--- src/rtl/core/dea_pkg.sv ---
package dea_pkg;

	// input mode codes
	localparam logic [3:0] MODE_ADD_LAST     = 4'd0;
	localparam logic [3:0] MODE_ADD_FIRST    = 4'd1;
	localparam logic [3:0] MODE_REMOVE_LAST  = 4'd2;
	localparam logic [3:0] MODE_REMOVE_FIRST = 4'd3;
	localparam logic [3:0] MODE_GET          = 4'd4;
	localparam logic [3:0] MODE_SET          = 4'd5;
	localparam logic [3:0] MODE_CONTAINS     = 4'd6;
	localparam logic [3:0] MODE_GET_FIRST    = 4'd7;
	localparam logic [3:0] MODE_GET_LAST     = 4'd8;

	// result status codes
	localparam logic [1:0] STATUS_OK    = 2'd0;
	localparam logic [1:0] STATUS_FULL  = 2'd1;
	localparam logic [1:0] STATUS_EMPTY = 2'd2;
	localparam logic [1:0] STATUS_RANGE = 2'd3;

	localparam int DATA_W  = 32;
	localparam int POS_W   = 8;
	localparam int COUNT_W = 9;

	typedef enum logic [3:0] {
		OP_ADD_LAST,
		OP_ADD_FIRST,
		OP_REMOVE_LAST,
		OP_REMOVE_FIRST,
		OP_GET,
		OP_SET,
		OP_CONTAINS,
		OP_GET_FIRST,
		OP_GET_LAST,
		OP_NOP
	} op_t;

	typedef struct packed {
		op_t               op;
		logic [DATA_W-1:0] value;
		logic [POS_W-1:0]  position;
	} cmd_t;

endpackage

--- src/rtl/core/dea_front.sv ---
module dea_front (
	input  logic                        clk,
	input  logic                        arst_n,
	input  logic                        in_valid,
	output logic                        in_ready,
	input  logic [3:0]                  mode,
	input  logic signed [31:0]          value,
	input  logic [7:0]                  position,
	output logic                        cmd_valid,
	input  logic                        cmd_ready,
	output dea_pkg::cmd_t               cmd
);

	dea_pkg::cmd_t entry_q [2];
	dea_pkg::cmd_t dec;
	logic          wr_ptr_q;
	logic          rd_ptr_q;
	logic [1:0]    fill_q;
	logic          push;
	logic          pop;

	always_comb begin
		dec.value    = value;
		dec.position = position;
		unique case (mode)
			dea_pkg::MODE_ADD_LAST:     dec.op = dea_pkg::OP_ADD_LAST;
			dea_pkg::MODE_ADD_FIRST:    dec.op = dea_pkg::OP_ADD_FIRST;
			dea_pkg::MODE_REMOVE_LAST:  dec.op = dea_pkg::OP_REMOVE_LAST;
			dea_pkg::MODE_REMOVE_FIRST: dec.op = dea_pkg::OP_REMOVE_FIRST;
			dea_pkg::MODE_GET:          dec.op = dea_pkg::OP_GET;
			dea_pkg::MODE_SET:          dec.op = dea_pkg::OP_SET;
			dea_pkg::MODE_CONTAINS:     dec.op = dea_pkg::OP_CONTAINS;
			dea_pkg::MODE_GET_FIRST:    dec.op = dea_pkg::OP_GET_FIRST;
			dea_pkg::MODE_GET_LAST:     dec.op = dea_pkg::OP_GET_LAST;
			default:                    dec.op = dea_pkg::OP_NOP;
		endcase
	end

	assign in_ready  = (fill_q != 2'd2);
	assign cmd_valid = (fill_q != 2'd0);
	assign push      = in_valid && in_ready;
	assign pop       = cmd_valid && cmd_ready;
	assign cmd       = entry_q[rd_ptr_q];

	always_ff @(posedge clk or negedge arst_n) begin
		if (!arst_n) begin
			wr_ptr_q <= 1'b0;
			rd_ptr_q <= 1'b0;
			fill_q   <= 2'd0;
		end else begin
			if (push) begin
				wr_ptr_q <= ~wr_ptr_q;
			end
			if (pop) begin
				rd_ptr_q <= ~rd_ptr_q;
			end
			if (push && !pop) begin
				fill_q <= fill_q + 2'd1;
			end else if (pop && !push) begin
				fill_q <= fill_q - 2'd1;
			end
		end
	end

	always_ff @(posedge clk) begin
		if (push) begin
			entry_q[wr_ptr_q] <= dec;
		end
	end

endmodule

--- config.mk ---
export PLATFORM = sky130hd
export DESIGN_NAME = dea_front
export DESIGN_NICKNAME = d
export VERILOG_FILES = /design/src/rtl/core/dea_pkg.sv /design/src/rtl/core/dea_front.sv
export SDC_FILE = /design/constraint.sdc
export NUM_CORES = 1
export LEC_CHECK = 0
export ABC_CLOCK_PERIOD_IN_PS = 6200
export BUFFER_PORTS_ARGS = -buffer_cell sky130_fd_sc_hd__buf_2
export CAP_MARGIN = 0
export CORE_ASPECT_RATIO = 0.7
export CORE_MARGIN = 2
export CORE_UTILIZATION = 45
export CTS_CLUSTER_SIZE = 12
export DETAILED_ROUTE_END_ITERATION = 12
export GPL_ROUTABILITY_DRIVEN = 0
export PLACE_DENSITY = 0.77
export SLEW_MARGIN = 20
export SYNTH_ARGS = -nofsm -noshare
export SYNTH_HDL_FRONTEND = slang
export SYNTH_SLANG_ARGS = --single-unit
export TNS_END_PERCENT = 1
--- constraint.sdc ---
create_clock -name clk -period 6.2 [get_ports clk]
set_input_delay 1.24 -clock clk [delete_from_list [all_inputs] [get_ports clk]]
set_output_delay 1.24 -clock clk [all_outputs]
set_load 0.02 [all_outputs]
* Word level (Yosys, flattened, before mapping) *
Memory sizes are Yosys's and may differ from the RTL's.
Cells that the tools add are included.

operators by class
  add/sub/neg operators = 2
  equal/unequal tests = 1
  muxes and demuxes = 4
  bitwise operators = 2
  reduce and logical (&&, ||, !) cells = 8

operators by type and width
  cell                                                                 count
  1-bit logical AND                                                    4
  2-bit two-way mux                                                    2
  2-bit nonzero test                                                   2
  2-bit by 1-bit adder with 2-bit output (second input constant)       1
  1-bit zero test                                                      2
  1-bit two-way mux                                                    2
  2-bit != test (second input constant)                                1
  1-bit NOT                                                            2
  2-bit by 1-bit subtractor with 2-bit output (second input constant)  1

word-level totals
  register bits after elaboration = 4
  memory bits (writable) = 88
  memory bits (read-only) = 64
  memories kept = 2

memories
  memory           words  bits a word  read ports  clocked after memory_dff  write ports  line             source
  entry_q          2      44           1           0                         1            dea_front.sv:14  dea_pkg::cmd_t entry_q [2];
  (no name shown)  16     4            1           0                         0            dea_front.sv:25  unique case (mode)

* Logic depth before layout (Yosys ltp) *
  depth after elaboration = 6
  depth in mapped cells = 7

* Worst setup path before layout *
No wires, ideal clock.

  path kind = input port to flip-flop
  start point = input port in_valid
  end point = memory entry_q[0][0] (netlist name) (enable)
  library setup time = 446 ps
  arrival time = 3,187 ps
  setup slack = 2,567 ps
  stages on the path = 2
  cells stage by stage = nand2_1 nor2_1

between the ends
  cells in the longest elaborated chain, start to end = 3

RTL lines
  element                                  line             source
  start, declared                          dea_front.sv:4   input logic in_valid,
  1-bit logical AND                        dea_front.sv:41  assign push = in_valid && in_ready;
  1-bit two-way mux                        dea_front.sv:66  if (push) begin
  1-bit two-way mux (implied by the code)  dea_front.sv:67  entry_q[wr_ptr_q] <= dec;
  end, declared                            dea_front.sv:14

No other way between the ends.

==> impl_metrics.tcl <==
set metrics [dict create \
    post_cts_resized 0 \
    yosysWarnings 0 \
    grt_pass1_vias 1877 \
    p_int_mw 1.51 \
    synth_area_leader_cell "edfxtp_1" \
    num_rows 27 \
    grt_pass1_wl_um 9070 \
    numClockSinks 92 \
    ys.flop_type "edfxtp_1" \
    drc 0 \
    path_class "reg2out" \
    cts_root_buf "clkbuf_16" \
    relSlewSlack_pct 52.9 \
    ant_nets 0 \
    min_period_over_period_pct 55.2 \
    p_leak_nw 1.79 \
    fin_setup_tns_ns 0 \
    crit_path_end_kind "primary output" \
    synth_compound_area_share_pct 0.139 \
    grt_util_all_layers_pct 13.9 \
    synth-seq-cells 92 \
    synth_mux_area_share_pct 17.9 \
    synthSimpleGateAreaFrac_pct 1.46 \
    wl_per_cell_um 15.7 \
    drv_cap 0 \
    postCtsSetupRepairBufs 0 \
    hold_viol_final 0 \
    ir_drop_uv 268 \
    synth_fa_ha_area_share_pct 0.348 \
    cts_tree "done" \
    start_util_pct 46.0 \
    avgSynthCellArea_um2 22.6 \
    seq_power_share_pct 42.2 \
    hold_slack_ns 0.504 \
    yosysMostFrequentCell "edfxtp_1" \
    syn-num-nets 208 \
    synthesis.instances 159 \
    worstPathMaxFanout 24 \
    dr_total_vias 1723 \
    synth_area_um2 3590 \
    drt_iter0_markers 41 \
    fmax_mhz 292 \
    final-seq-area_um2 2740 \
    numCtsBuffers 9 \
    drive_gt1_share_pct 58.6 \
    synth_xor_area_share_pct 1.22 \
    pin_count 94 \
    io_buffers 93 \
    cp_num_buf_inv 2 \
    p_clk_share_pct 23.6 \
    finClkSkew_ns 0.00303 \
    max_stage_delay_ns 0.78 \
    clkTransAtPathRegs_ns 0.06 \
    multiInputGateArea_um2 764 \
    grt.overflow.total 0 \
    grt_max_degree 45 \
    diodes 0 \
    cts_max_level 3 \
    clk_latency_ns 0.33 \
    worstPathArrival_ns 2.18 \
    die_h_um 78.8 \
    cts_hold_buf 0 \
    cp.required_ns 4.96 \
    cp_top_family "flip-flops" \
    ys_seq_area_share_pct 76.3 \
    setup_violations 0 \
    async_reset_ff_share_pct 4.35 \
    switchingPower_uw 694 \
    drv_slew 0 \
    synth_top_area_share_pct 73.5 \
    nets 310 \
    drt-pass1-iter-count 4 \
    areaGrowthSynthToFinish_pct 23.5 \
    cp_slowest_cell "dfrtp_2" \
    p_sw_share_pct 31.4 \
    clock_path_buffers 2 \
    combPwrFrac_pct 34.3 \
    coreArea_um2 7800 \
    grt_setup_unrepaired "false" \
    hold_class "reg2reg" \
    vias_per_cell 4.69 \
    wl_um 5780 \
    synth_area_leaders "edfxtp_1 (74%), mux2_4 (16%), dfrtp_1 (2.8%)" \
    synth_common_cells "edfxtp_1 (88), mux2_4 (39), mux2_2 (5), buf_12 (4), dfrtp_1 (4)" \
    fillerInstances 622 \
    power_density_nw_per_um2 497 \
    synth-edff-count 88 \
    die_area_um2 8730 \
    synth_top_family_by_area "multiplexers" \
    tightest_slew_ns 0.706 \
    min_period_ns 3.42 \
    start_kind "register" \
    synth_cell_types 17 \
    hpwl_um 3820 \
    antenna_found_initial 0 \
    path_cells "buf_4, mux2_2, buf_2" \
    status "completed" \
    die_w_um 111 \
]
[layer usage]
| layer | vias up | global-route usage (%) | share of wire [%] |
|---|---|---|---|
| met3 | 8 | 6.49 | 8.5 |
| met4 | 0 | 4.13 | 1.2 |
| li1 | 820 | - | - |
| met5 | - | 0 | 0 |
| met2 | 72 | 22.8 | 47 |
| met1 | 823 | 16.6 | 43 |
[power groups by stage]
stage          clock network (mW)  registers, mW  logic [mW]
2_1_floorplan                   0          0.900       0.638
3_3_place_gp                    0          0.936       0.747
3_5_place_dp                    0          0.948       0.752
4_1_cts                     0.534          0.935       0.757
5_1_grt                     0.560          0.947       0.807
6_report                    0.520          0.930       0.756
[state kept, by name (all words and copies together), names as in the netlist]
name      cells
entry_q      88
fill_q        2
rd_ptr_q      1
wr_ptr_q      1
[area by class of cell]
class | instances | share of cell area (%)
timing repair buffer | 96 | 11.4
clock inverter | 7 | 1.49
sequential | 92 | 61.8
inverter | 1 | 0.0846
clock buffer | 9 | 5.07
tap | 101 | 2.85
multi-input combinational | 61 | 17.2
[logic make-up (layout without fill, tap and decap cells)]
family,after synthesis,after routing
AO/OA/AOI/OAI,1,1
XOR/XNOR,5,5
adder cells (fa/ha/maj),1,1
buffers and inverters,6,113
flip-flops,92,92
multiplexers,44,44
AND/OR/NAND/NOR,10,10
[worst reg2reg max path, delay by kind of cell (launching register included)]
family / cells / cell delay (ns)
buffers and inverters: 1 / 0.44
flip-flops: 1 / 0.41
AND/OR/NAND/NOR: 3 / 0.80
[cell usage in the layout, fill, tap and decap left out, types with 2 or more instances in the layout]
cell / netlist / final
mux2_4: 39 / 39
xor2_1: 2 / 2
nand2_1: 2 / 2
dfrtp_1: 4 / 3
mux2_2: 5 / 5
nand2b_1: 2 / 2
edfxtp_1: 88 / 88
buf_2: 0 / 93
buf_4: 0 / 2
xnor2_1: 3 / 3
nor2b_1: 2 / 2
clkinv_1: 0 / 3
clkbuf_16: 0 / 9
[worst paths after layout]
| kind | cells after the start | start | slack [ns] | end |
|---|---|---|---|---|
| worst min-delay path | 1 | fill_q[1] | 0.50 | fill_q[1] |
| worst max-delay path | 3 | rd_ptr_q | 2.78 | cmd[35] |
| worst min register to register | 1 | fill_q[1] | 0.50 | fill_q[1] |
| max in group asynchronous | 1 | arst_n | 5.36 | rd_ptr_q |
| worst max register to register | 4 | fill_q[0] | 4.21 | entry_q[0][32] |
| min in group asynchronous | 1 | arst_n | 0.71 | rd_ptr_q |
[metrics by stage]
stage / cell area [µm²] / setup WS [ns] / total power [mW] / util (%) / instances
4_1_cts: 4410 / 2.74 / 2.23 / 56.5 / 366
5_1_grt: 4440 / 2.66 / 2.31 / 56.9 / 367
6_report: 4440 / 2.78 / 2.21 / 56.9 / 367
2_1_floorplan: 3590 / 2.57 / 1.54 / - / 159
3_5_place_dp: 4120 / 3.09 / 1.70 / 52.8 / 350
3_3_place_gp: 4120 / 3.11 / 1.68 / 52.8 / 350
Note: power is estimated with default switching activity, not from simulation.
